$ cat src/rtl/planar_rle_sprite_decoder_core_assert.svh
`ifndef PLANAR_RLE_SPRITE_DECODER_CORE_ASSERT_SVH
`define PLANAR_RLE_SPRITE_DECODER_CORE_ASSERT_SVH

// Checks that a condition implies another in the same cycle.
`define PRSD_ASSERT_SAME(label, clk, rst_n, ante, cons, msg) \
    label: assert property (@(posedge clk) disable iff (!(rst_n)) (ante) |-> (cons)) \
        else $error(msg);

// Checks that a condition implies another in the next cycle.
`define PRSD_ASSERT_NEXT(label, clk, rst_n, ante, cons, msg) \
    label: assert property (@(posedge clk) disable iff (!(rst_n)) (ante) |=> (cons)) \
        else $error(msg);

`endif

$ cat src/rtl/prsd_pkg.sv
package prsd_pkg;

    localparam int unsigned PLANES = 4;
    localparam logic [1:0] LAST_PLANE = 2'(PLANES - 1);

    typedef enum logic [1:0] {
        PH_HEADER = 2'd0,
        PH_DECODE = 2'd1
    } t_phase;

    typedef struct packed {
        logic [15:0] pixel_address;
        logic [7:0]  pixel_value;
        logic        is_write;
        logic        out_of_range;
        logic        sprite_done;
    } t_result;

endpackage

$ cat src/rtl/planar_rle_sprite_decoder_core.sv
// Decodes a planar run-length sprite at one byte per clock unless the input is stalled.
// Each accepted byte updates the decoder state in the same cycle; its result, if any, is
// registered into the output register, or into the skid register while the output is
// stalled. A two-entry output stage (output register plus skid register) lets the
// block keep taking bytes while a result waits in the output register; the input is
// stalled only while the skid register is full. The width times height frame limit
// comes from a registered multiplier that settles before the first literal pixel arrives.
`include "planar_rle_sprite_decoder_core_assert.svh"

module planar_rle_sprite_decoder_core #(
    parameter int unsigned FRAME_PIXELS = 65536,
    parameter int unsigned HEADER_BYTES = 10
) (
    input  logic        i_clk,
    input  logic        i_rst_n,
    input  logic        i_in_valid,
    output logic        o_in_stall,
    input  logic [7:0]  i_sprite_byte,
    output logic        o_out_valid,
    input  logic        i_out_stall,
    output logic [15:0] o_pixel_address,
    output logic [7:0]  o_pixel_value,
    output logic        o_is_write,
    output logic        o_out_of_range,
    output logic        o_sprite_done
);

    localparam int unsigned HC_W = $clog2(HEADER_BYTES);
    localparam logic [HC_W-1:0] HC_LAST = HC_W'(HEADER_BYTES - 1);
    localparam logic [32:0] FRAME_LIMIT = 33'(FRAME_PIXELS);

    prsd_pkg::t_phase  r_phase, n_phase;
    logic [HC_W-1:0]   r_hcnt, n_hcnt;
    logic [15:0]       r_width, n_width;
    logic [15:0]       r_height, n_height;
    logic [1:0]        r_plane, n_plane;
    logic [15:0]       r_rows, n_rows;
    logic [31:0]       r_row_base, n_row_base;
    logic [31:0]       r_cursor, n_cursor;
    logic [6:0]        r_lit, n_lit;
    logic [31:0]       r_limit;

    logic              r_ov, r_sv;
    prsd_pkg::t_result r_out, r_skid, res;
    logic              res_v;

    logic              acc, out_free;
    logic [32:0]       lit_sum, skip_sum, base_sum;
    logic [33:0]       cur_sum;
    logic [10:0]       skip_len;
    logic [31:0]       lit_cursor, skip_cursor, base_sat, row_cursor;
    logic [15:0]       rows_dec;
    logic              hdr_last, row_end, plane_end, bad;

    assign acc      = i_in_valid && !r_sv;
    assign out_free = !r_ov || !i_out_stall;

    assign hdr_last  = (r_phase == prsd_pkg::PH_HEADER) && (r_hcnt == HC_LAST);
    assign row_end   = (r_phase == prsd_pkg::PH_DECODE) && (r_lit == 7'd0)
                       && (i_sprite_byte == 8'd0);
    assign rows_dec  = r_rows - 16'd1;
    assign plane_end = row_end && (rows_dec == 16'd0);

    assign skip_len    = {(9'd256 - {1'b0, i_sprite_byte}), 2'b00};
    assign lit_sum     = {1'b0, r_cursor} + 33'd4;
    assign skip_sum    = {1'b0, r_cursor} + {22'd0, skip_len};
    assign base_sum    = {1'b0, r_row_base} + {17'd0, r_width};
    assign cur_sum     = {2'b00, r_row_base} + {18'd0, r_width} + {32'd0, r_plane};
    assign lit_cursor  = lit_sum[32]  ? 32'hFFFF_FFFF : lit_sum[31:0];
    assign skip_cursor = skip_sum[32] ? 32'hFFFF_FFFF : skip_sum[31:0];
    assign base_sat    = base_sum[32] ? 32'hFFFF_FFFF : base_sum[31:0];
    assign row_cursor  = (cur_sum[33:32] != 2'b00) ? 32'hFFFF_FFFF : cur_sum[31:0];

    assign bad = (r_cursor >= r_limit) || ({1'b0, r_cursor} >= FRAME_LIMIT);

    always_comb begin
        n_phase    = r_phase;
        n_hcnt     = r_hcnt;
        n_width    = r_width;
        n_height   = r_height;
        n_plane    = r_plane;
        n_rows     = r_rows;
        n_row_base = r_row_base;
        n_cursor   = r_cursor;
        n_lit      = r_lit;
        if (r_phase != prsd_pkg::PH_DECODE) begin
            case (r_hcnt)
                HC_W'(0): n_width  = {r_width[15:8], i_sprite_byte};
                HC_W'(1): n_width  = {i_sprite_byte, r_width[7:0]};
                HC_W'(2): n_height = {r_height[15:8], i_sprite_byte};
                HC_W'(3): n_height = {i_sprite_byte, r_height[7:0]};
                default: ;
            endcase
            if (hdr_last) begin
                n_hcnt     = '0;
                n_plane    = 2'd0;
                n_rows     = n_height;
                n_row_base = '0;
                n_cursor   = '0;
                n_lit      = '0;
                n_phase    = (n_height == 16'd0) ? prsd_pkg::PH_HEADER : prsd_pkg::PH_DECODE;
            end else begin
                n_hcnt = r_hcnt + HC_W'(1);
            end
        end else if (r_lit != 7'd0) begin
            n_cursor = lit_cursor;
            n_lit    = r_lit - 7'd1;
        end else if (i_sprite_byte == 8'd0) begin
            n_rows     = rows_dec;
            n_row_base = base_sat;
            n_cursor   = row_cursor;
            if (plane_end) begin
                if (r_plane == prsd_pkg::LAST_PLANE) begin
                    n_phase = prsd_pkg::PH_HEADER;
                    n_hcnt  = '0;
                    n_lit   = '0;
                end else begin
                    n_plane    = r_plane + 2'd1;
                    n_rows     = r_height;
                    n_row_base = '0;
                    n_cursor   = {30'd0, r_plane + 2'd1};
                    n_lit      = '0;
                end
            end
        end else if (i_sprite_byte[7]) begin
            n_cursor = skip_cursor;
        end else begin
            n_lit = i_sprite_byte[6:0];
        end
    end

    always_comb begin
        res   = '0;
        res_v = 1'b0;
        if (acc) begin
            if (r_phase != prsd_pkg::PH_DECODE) begin
                if (hdr_last && (n_height == 16'd0)) begin
                    res_v           = 1'b1;
                    res.sprite_done = 1'b1;
                end
            end else if (r_lit != 7'd0) begin
                res_v             = 1'b1;
                res.pixel_address = r_cursor[15:0];
                res.pixel_value   = i_sprite_byte;
                res.is_write      = !bad;
                res.out_of_range  = bad;
            end else if (plane_end && (r_plane == prsd_pkg::LAST_PLANE)) begin
                res_v           = 1'b1;
                res.sprite_done = 1'b1;
            end
        end
    end

    always_ff @(posedge i_clk) begin
        if (!i_rst_n) begin
            r_phase    <= prsd_pkg::PH_HEADER;
            r_hcnt     <= '0;
            r_width    <= '0;
            r_height   <= '0;
            r_plane    <= '0;
            r_rows     <= '0;
            r_row_base <= '0;
            r_cursor   <= '0;
            r_lit      <= '0;
        end else if (acc) begin
            r_phase    <= n_phase;
            r_hcnt     <= n_hcnt;
            r_width    <= n_width;
            r_height   <= n_height;
            r_plane    <= n_plane;
            r_rows     <= n_rows;
            r_row_base <= n_row_base;
            r_cursor   <= n_cursor;
            r_lit      <= n_lit;
        end
    end

    always_ff @(posedge i_clk) begin
        r_limit <= {16'd0, r_width} * {16'd0, r_height};
    end

    always_ff @(posedge i_clk) begin
        if (!i_rst_n) begin
            r_ov <= 1'b0;
            r_sv <= 1'b0;
        end else if (r_sv) begin
            if (out_free) begin
                r_ov <= 1'b1;
                r_sv <= 1'b0;
            end
        end else if (out_free) begin
            r_ov <= res_v;
        end else if (res_v) begin
            r_sv <= 1'b1;
        end
    end

    always_ff @(posedge i_clk) begin
        if (r_sv) begin
            if (out_free) begin
                r_out <= r_skid;
            end
        end else if (out_free) begin
            r_out <= res;
        end else if (res_v) begin
            r_skid <= res;
        end
    end

    assign o_in_stall      = r_sv;
    assign o_out_valid     = r_ov;
    assign o_pixel_address = r_out.pixel_address;
    assign o_pixel_value   = r_out.pixel_value;
    assign o_is_write      = r_out.is_write;
    assign o_out_of_range  = r_out.out_of_range;
    assign o_sprite_done   = r_out.sprite_done;

    `PRSD_ASSERT_SAME(a_skid_behind_out, i_clk, i_rst_n, r_sv, r_ov,
        "skid register holds a request while the output register is empty")
    `PRSD_ASSERT_SAME(a_done_clean, i_clk, i_rst_n, r_ov && r_out.sprite_done,
        !r_out.is_write && !r_out.out_of_range && (r_out.pixel_address == 16'd0),
        "sprite done request carries pixel data")
    `PRSD_ASSERT_NEXT(a_literal_count, i_clk, i_rst_n,
        acc && (r_phase == prsd_pkg::PH_DECODE) && (r_lit != 7'd0),
        r_lit == $past(r_lit) - 7'd1,
        "literal count did not step down on a literal byte")
    `PRSD_ASSERT_NEXT(a_skid_drains, i_clk, i_rst_n, r_sv && !i_out_stall, !r_sv,
        "skid register not drained after the output was taken")

endmodule
$ cat config.mk
export PLATFORM = sky130hd
export DESIGN_NAME = planar_rle_sprite_decoder_core
export DESIGN_NICKNAME = d
export VERILOG_FILES = /design/src/rtl/prsd_pkg.sv /design/src/rtl/planar_rle_sprite_decoder_core.sv
export VERILOG_INCLUDE_DIRS = /design/src /design/src/rtl
export SDC_FILE = /design/constraint.sdc
export NUM_CORES = 1
export LEC_CHECK = 0
export ABC_AREA = 1
export BUFFER_PORTS_ARGS = -buffer_cell sky130_fd_sc_hd__buf_4
export CORE_ASPECT_RATIO = 0.6
export CORE_UTILIZATION = 50
export DETAILED_ROUTE_END_ITERATION = 8
export PLACE_DENSITY = 0.73
export SYNTH_ARGS = -nofsm -noshare
export SYNTH_HDL_FRONTEND = slang
export SYNTH_SLANG_ARGS = --single-unit
$ cat constraint.sdc
create_clock -name i_clk -period 5.4 [get_ports i_clk]
set_input_delay 0 -clock i_clk [delete_from_list [all_inputs] [get_ports i_clk]]
set_output_delay 0 -clock i_clk [all_outputs]
set_load 0.01 [all_outputs]
# ---- Word level (Yosys, flattened, before mapping)
# Cells that the tools add are included.
dict set report word_totals {
  register_bits 215
  latchBits 0
  mem_bits_rw 0
  rom_bits 0
  in_bits 12
  out_inout_bits 29
  word_cells 158
  mem_count 0
}
dict set report op_classes {
  n_addsub 10
  mul 1
  div_mod_pow 0
  n_lt_le_gt_ge 2
  eq_ne 12
  n_shift 0
  mux 71
  bitwise_logic 4
  reduce_logical 35
}
# operator count
set op_table {}
lappend op_table {{$mux W32} 16}
lappend op_table {{$mux W16} 8}
lappend op_table {{$mux W27} 4}
lappend op_table {{$add A32 B16 Y33} 2}
lappend op_table {{$pmux W16 S2} 2}
lappend op_table {{$mux W26} 2}
lappend op_table {{$logic_not A16 Y1} 3}
lappend op_table {{$mux W7} 6}
lappend op_table {{$add A33 B2 Y34} 1}
lappend op_table {{$add A32 B11 Y33} 1}
lappend op_table {{$add A32 B3 Y33 const B} 1}
lappend op_table {{$ge A32 B17 Y1 const B} 1}
lappend op_table {{$ge A32 B32 Y1} 1}
lappend op_table {{$mul A16 B16 Y32} 1}
lappend op_table {{$mux W2} 12}
lappend op_table {{$mux W4} 6}
lappend op_table {{$reduce_and A4 Y1} 4}
lappend op_table {{$sub A16 B1 Y16 const B} 1}
lappend op_table {{$mux W1} 15}
lappend op_table {{$reduce_and A6 Y1} 2}
lappend op_table {{$sub A9 B8 Y9 const A} 1}
lappend op_table {{$eq A4 B2 Y1 const B} 2}
lappend op_table {{$logic_not A8 Y1} 1}
lappend op_table {{$reduce_bool A2 Y1} 4}
lappend op_table {{other kinds (22)} 38}

# ---- Depth between registers and ports, before layout
# Gate-level depths: netlist of run 1.
dict set report logic_depth {
  ltp_word 12
  ltp_mapped 27
  ltp_nobuf 25
}

# ---- Worst setup path before layout of run 1
# Ideal clock, no wire load.
dict set report synth_timing {
  kind {register to register}
  startpoint {register r_width[8]}
  endpoint {register r_limit[28]}
  setup_time_ns 0.123
  arrival_ns 5.612
  t_required_ns 5.277
  path_slack_ns -0.334
  path_stages_with_launch 22
  path_buffers 2
  period_less_slack_ns 5.734
  path_cell_list {dfxtp_1 > clkbuf_1 > clkbuf_1 > nand2_1 > fa_1 > fa_1 > fa_1 > fa_1 > inv_1 > fa_1 > inv_1 > fa_1 > inv_1 > ha_1 > a21oi_1 > inv_1 > a21oi_1 > a21boi_0 > o21ai_1 > a21oi_1 > o21ai_1 > xor2_1}
}
dict set report synth_via {
  elab_chain_len 1
}
# item line_no
set synth_rtl {}
lappend synth_rtl {{from (decl)} planar_rle_sprite_decoder_core.sv:34} ;# logic [15:0] r_width, n_width;
lappend synth_rtl {{from (signal assigned)} planar_rle_sprite_decoder_core.sv:168} ;# r_width <= n_width;
lappend synth_rtl {{$mul A16 B16 Y32} planar_rle_sprite_decoder_core.sv:179} ;# r_limit <= {16'd0, r_width} * {16'd0, r_height};
lappend synth_rtl {{to (signal assigned)} planar_rle_sprite_decoder_core.sv:179}
lappend synth_rtl {{to (decl)} planar_rle_sprite_decoder_core.sv:41} ;# logic [31:0] r_limit;
# No other way between the ends.
# A chain may end at the register's enable or synchronous reset.

# ---- Worst setup path after layout of run 1
dict set report layout_timing {
  startpoint {register r_width[5]}
  endpoint {register r_limit[28]}
}
# The elaborated chain is that of the path after synthesis.

==> metrics, run 1 <==
WL final=between 70000 and 80000 µm; critical path arrival=around 5.7 ns; via/cell ratio=around 5.4; Hold Crit Class=input port to flop; worst slack at placement=-0.2056 ns; fin util=57.98%; pwr dens=166.9 nW/µm²; TritonCTS Buffers=23; final period utilization=between 90% and 100%; CP required=between 5 and 6 ns; Pre-antenna DRT Iters=6; leading area contributor after synthesis=fa_1; full die area=approximately 49000 µm²; post-route ant nets=0; slowest stage delay, CP=0.52 ns; worst slew pin tran=1.112 ns; Final #Nets=slightly below 4000; filler cell count=~4300; Rel. slew slack=between 20% and 30%; Initial Util=about half; clk sink count=~210; Worst IR Drop VDD=~0.00022 V; H-tree Lvls=1; DR vias=roughly 22000; CTS tree=yes; cell count after synthesis=roughly 3400; footprint of the multi-input gates=~16000 µm²; # port buffers=40; hpwl dp=about 57000 µm; clk buf depth=3; top cells by count, synth=nand2_1 (954), inv_1 (645), a21oi_1 (249), fa_1 (212), nor2_1 (194); Slew Limit Fails=0; largest net degree at the start of global routing=84; Crit path top cell by count=fa_1; final setup skew=~0.035 ns; Mapped Area=between 20000 and 25000 µm²; Mapped Nets=roughly 3800; Inst Count DP=4090; Placer Congestion=~1.0; Cell Count, Final, Fillers Out=~4200; post-route setup slack=between 0.1 and 0.15 ns; initial antenna violation count=0; grt ovf=0; r2r setup slk=0.10 ns; Max Cap Violations=0; Post-synth ARST share=0%; Worst Setup End Kind=flop; run status=completed; most frequent cell after synthesis=nand2_1; final worst path period need=around 5.3 ns; register area=around 5000 µm²; Die Wd=approximately 280 µm; residual DRC count=0; register area share after synthesis=about 20%; RSZ-0062 raised after global routing=yes; drt wl/cell=17.39 µm; CP max FO=6; number of global-route vias before repair=about 21000; startpoint types=flop; total core area=roughly 47000 µm²; proportion of layout cells with a drive suffix above 1=approximately an eighth; Pleak=roughly 14 nW; final hold vios=0; CP Cell Sequence=buf_6 > buf_4 > nand2_1 > inv_1 > fa_1 > inv_2 > fa_2 > fa_1 > fa_1 > inv_1 > fa_1 > inv_2 > fa_1 > inv_2 > ha_4 > a21oi_2 > inv_2 > a21oi_2 > a21boi_4 > o21ai_2 > a21oi_2 > o21ai_1 > xor2_1; Synth Area per Inst=7.008 µm²; Area growth syn-to-layout=13.38%; yosys warns=0; critical path class=flop to flop; Synth cell types=62; Synth Register Bits=between 200 and 250; top cell type's share of synthesized area=17.74%; DRT iter0 DRCs=roughly 2500; Area contributors post-synth=fa_1 (18%), nand2_1 (15%), dfxtp_1 (13%), inv_1 (10%), ha_1 (9.8%); first-pass GRT wire length=~120000 µm; clk_lat worst skew=around 0.58 ns; Ports=41; Peak Freq=0.1888 GHz; Root Buffer=clkbuf_16; Synth Flop Type=dfxtp_1; EDFF count, synth=54; Final setup viols=0; Rows=slightly above 60; Worst-path clk slew=0.07 ns; Slowest-stage cell, CP=fa_1; Tot GR Track Use=between 20% and 30%; Die Y=~170 µm
per-layer routing:
| metal | part of all wire (%) | wire length, µm | GRT usage [%] |
|---|---|---|---|
| met1 | 47 | 34030 | 45.53 |
| met2 | 38 | 27470 | 40.21 |
| met3 | 13 | 9741 | 9.483 |
| met4 | 1.6 | 1190 | 5.376 |
| met5 | 0 | 0 | 0 |
worst max-delay path: cells and delay by family (launching register included):
kind,cells,cell delay [ns]
AND/OR/NAND/NOR,1,0.06
XOR/XNOR,1,0.14
flip-flops,1,0.36
buffers and inverters,8,0.61
AO/OA/AOI/OAI,6,0.89
adder cells (fa/ha/maj),7,3.09
sequential cells by signal, summed over array words and instances, names as in the netlist, 8 cells and up:
| register | cells |
|---|---|
| o_pixel_value | 8 |
| o_pixel_address | 16 |
| r_row_base | 32 |
| r_limit | 32 |
| r_skid | 27 |
| r_height | 16 |
| r_width | 16 |
| r_rows | 16 |
| r_cursor | 32 |
layout make-up:
class,instances,area share [%]
Antenna cell,1,0.009224
Sequential cell,214,18.07
Inverter,657,9.091
Tap cell,630,2.906
Clock inverter,15,0.6549
Clock buffer,27,2.214
Timing Repair Buffer,216,6.549
Multi-Input combinational cell,2404,60.51
timing repair:
action                                  CTS  global route
resized for setup                        47           128
endpoints found under the setup margin   14            16
pin swaps                                11            91
endpoints found under the hold margin    44             0
hold buffers                             10             0
setup buffers                             2            19
where the power goes:
part	switching [mW]	leakage (nW)	total [mW]	internal, mW
Combinational	0.644	11.6	1.09	0.449
Clock	0.761	0.376	1.68	0.916
Sequential	0.0623	1.96	1.76	1.70
Total	1.47	13.9	4.53	3.06
cell families after synthesis:
group | after synthesis | synth area share [%]
AOI/OAI and AO/OA | 508 | 11.51
xor gates and xnor gates | 96 | 3.514
adders and majority gates | 400 | 27.57
buffers and inverters | 796 | 12.98
DFF | 214 | 20.16
and+or+nand+nor | 1400 | 24.26
per-stage QoR:
stage,area (µm²),setup TNS (ns),total power [mW],hold slack (ns)
finish,27130,0,4.529,0.01216
global route,27130,-0.2211,4.708,0.03077
CTS,26620,0,4.433,0.003718
detailed placement,25570,-1.640,2.738,0.3720
global placement,25570,-0.5421,2.727,0.3640
floorplan,24010,-0.04466,2.381,0.1774
cell usage in the layout, fill, tap and decap left out, types with 8 or more instances in the layout:
master	Yosys	layout
nand2_2	5	16
edfxtp_1	54	54
nand3b_1	8	8
nor2_2	12	14
nand4_1	33	33
nor2_1	194	192
dlygate4sd3_1	0	10
nand2_1	954	943
dfxtp_1	160	133
o21ai_0	159	153
buf_6	9	12
o22ai_1	19	19
nor4_1	19	17
a21oi_2	3	20
inv_1	645	612
ha_1	188	173
nor3_1	28	28
o21ai_2	11	13
inv_2	8	42
a31oi_1	9	8
ha_4	0	14
xor2_1	58	58
nand3_1	120	119
fa_1	212	197
buf_4	4	186
o211ai_1	10	10
o21ai_1	18	20
dfxtp_4	0	17
a21oi_1	249	229
xnor2_1	38	38
fa_2	0	15
dfxtp_2	0	10
clkbuf_16	0	23
path summary, 6_finish.rpt:
check / start / endpoint / depth (start not counted)
max reg2reg: r_width[5] / r_limit[28] / 23
min: i_out_stall / o_pixel_value[7] / 3
max: r_width[5] / r_limit[28] / 23
min reg2reg: r_cursor[0] / r_cursor[0] / 2
(Power assumes the default switching activity.)
==> inputs of run 2 (changes only) <==
--- a/config.mk
+++ b/config.mk
@@ -9,9 +9,9 @@
 export ABC_AREA = 1
 export BUFFER_PORTS_ARGS = -buffer_cell sky130_fd_sc_hd__buf_4
 export CORE_ASPECT_RATIO = 0.6
-export CORE_UTILIZATION = 50
+export CORE_UTILIZATION = 59
 export DETAILED_ROUTE_END_ITERATION = 8
-export PLACE_DENSITY = 0.73
+export PLACE_DENSITY = 0.83
 export SYNTH_ARGS = -nofsm -noshare
 export SYNTH_HDL_FRONTEND = slang
 export SYNTH_SLANG_ARGS = --single-unit
==> constraint.sdc (replaced) <==
create_clock -name i_clk -period 5.4 [get_ports i_clk]
set_input_delay 1.62 -clock i_clk [delete_from_list [all_inputs] [get_ports i_clk]]
set_output_delay 1.62 -clock i_clk [all_outputs]
set_load 0.01 [all_outputs]
==> metrics, run 2 (same netlist as run 1, synthesis figures left out) <==
full die area=41390 µm²; final hold vios=0; run status=complete, but fails checks; Worst IR Drop VDD=between 0.0002 and 0.00025 V; Hold Path Origin=r_cursor[0]; TritonCTS Buffers=23; Rel. slew slack=around a fifth; fin util=a little under 70%; proportion of layout cells with a drive suffix above 1=approximately 12%; r2r setup slk=-0.05 ns; failing checks=negative setup slack; final setup skew=roughly 0.04 ns; largest net degree at the start of global routing=46; most common cell after layout, fill and taps aside=nand2_1; CP max FO=6; Worst Setup End Kind=flop; Rows=56; post-route ant nets=0; critical path class=flop to flop; number of global-route vias before repair=~21000; first-pass GRT wire length=119200 µm; worst slew pin tran=1.195 ns; total core area=39520 µm²; H-tree Lvls=1; worst reg2reg path startpoint=r_width[8]; Slew Limit Fails=0; via/cell ratio=between 5 and 6; DR vias=about 23000; DRT iter0 DRCs=roughly 2800; CTS tree=yes; Die Wd=about 260 µm; final period utilization=100.9%; Hold WS=0.4720 ns; final worst path period need=between 5 and 6 ns; Regs by FF count=r_cursor (32), r_limit (32), r_row_base (32); Ports=between 40 and 50; worst reg2reg endpoint=r_limit[28]; drt wl/cell=just under 20 µm; hold_buf cts=0; clk_lat worst skew=0.57 ns; Final #Nets=approximately 3900; grt ovf=0; startpoint types=flop; worst hold path cell count=2; Pre-antenna DRT Iters=6; most frequent cells in the layout=nand2_1 (942), inv_1 (630), a21oi_1 (228), fa_1 (208), buf_4 (202); residual DRC count=0; Worst-path clk slew=0.08 ns; Pleak=between 10 and 15 nW; Root Buffer=clkbuf_16; # port buffers=40; CP Cell Sequence=buf_4 > nand2_1 > fa_1 > fa_1 > fa_1 > fa_1 > inv_2 > fa_1 > inv_1 > fa_1 > inv_2 > ha_4 > a21oi_2 > inv_2 > a21oi_2 > a21boi_4 > o21ai_4 > a21oi_2 > o21ai_1 > xor2_1; Tot GR Track Use=37.43%; CP required=5.84 ns; hpwl dp=roughly 61000 µm; clk sink count=between 200 and 250; Peak Freq=around 0.18 GHz; Hold Path End=r_cursor[0]; initial antenna violation count=0; Area growth syn-to-layout=12.53%; WL final=between 70000 and 80000 µm; pwr dens=around 170 nW/µm²; slowest stage delay, CP=between 0.5 and 0.6 ns; Slowest-stage cell, CP=fa_1; RSZ-0062 raised after global routing=yes; Final setup viols=1; Max Cap Violations=0; Hold Crit Class=flop to flop; Initial Util=60.55%; Die Y=roughly 160 µm; post-route setup slack=-0.04841 ns; clk buf depth=3; Crit path top cell by count=fa_1; Placer Congestion=~1.0; filler cell count=about 3200; critical path arrival=around 5.9 ns; FF-to-FF path depth=20
[run 2: cell types whose count changed in the layout (fill, tap and decap cells not counted), moves of 10 or more]
| cell | before | now |
|---|---|---|
| inv_1 | 612 | 630 |
| inv_2 | 42 | 24 |
| buf_4 | 186 | 202 |
| fa_1 | 197 | 208 |
| fa_2 | 15 | 4 |
| dlygate4sd3_1 | 10 | 0 |
[run 2: worst max-delay path by stage]
stage | start | slack (ns) | endpoint
floorplan | r_height[14] | -0.04 | r_limit[28]
global placement | r_height[12] | -0.11 | r_limit[28]
detailed placement | r_width[9] | -0.27 | r_limit[20]
CTS | r_width[7] | 0.003 | r_limit[31]
global route | r_width[5] | -0.19 | r_limit[28]
finish | r_width[8] | -0.05 | r_limit[28]
[run 2: layer usage]
layer / GRT usage (%) / up-vias / wire length (µm)
met1: 55.80 / 10750 / 34190
met2: 51.09 / 1384 / 30930
met4: 8.010 / 0 / 1969
met5: 0 / - / 0
li1: - / 10810 / -
met3: 13.38 / 144 / 11760
[run 2: critical path: cells and delay by family (launching register included)]
kind | cells | cell delay, ns
fa+ha+maj | 7 | 3.36
compound gates | 6 | 0.92
buf+inv | 5 | 0.41
flops | 1 | 0.38
xor+xnor | 1 | 0.16
simple gates | 1 | 0.08
[run 2: timing repair]
item                       4_1_cts  5_1_grt
setup endpoints to repair       15       17
resized for setup               42      108
setup buffers                    1       15
pin swaps                        7       68
[run 2: cell type report]
class | count | area (µm²) | share of cell area, %
Antenna cell | 1 | 2.502 | 0.009294
Multi-Input combinational cell | 2404 | 16490 | 61.24
Inverter | 657 | 2466 | 9.159
Clock buffer | 29 | 618.1 | 2.296
Timing Repair Buffer | 214 | 1687 | 6.264
Clock inverter | 13 | 113.9 | 0.4229
Tap cell | 522 | 653.1 | 2.426
Sequential cell | 214 | 4895 | 18.18
[run 2: stage by stage]
| step | setup WS, ns | cells | instance area, µm² | power (mW) | TNS [ns] |
|---|---|---|---|---|---|
| CTS | 0.003459 | 4038 | 26380 | 4.383 | 0 |
| floorplan | -0.04466 | 3414 | 24010 | 2.381 | -0.04466 |
| global placement | -0.1076 | 3995 | 25500 | 2.729 | -0.3788 |
| detailed placement | -0.2729 | 3995 | 25500 | 2.759 | -2.589 |
| finish | -0.04841 | 4054 | 26920 | 4.502 | -0.04841 |
| global route | -0.1915 | 4053 | 26920 | 4.680 | -1.052 |
[run 2: power by group]
group	switching (mW)	total, mW	internal, mW
logic	0.676	1.13	0.454
clock network	0.749	1.62	0.873
registers	0.0543	1.75	1.70
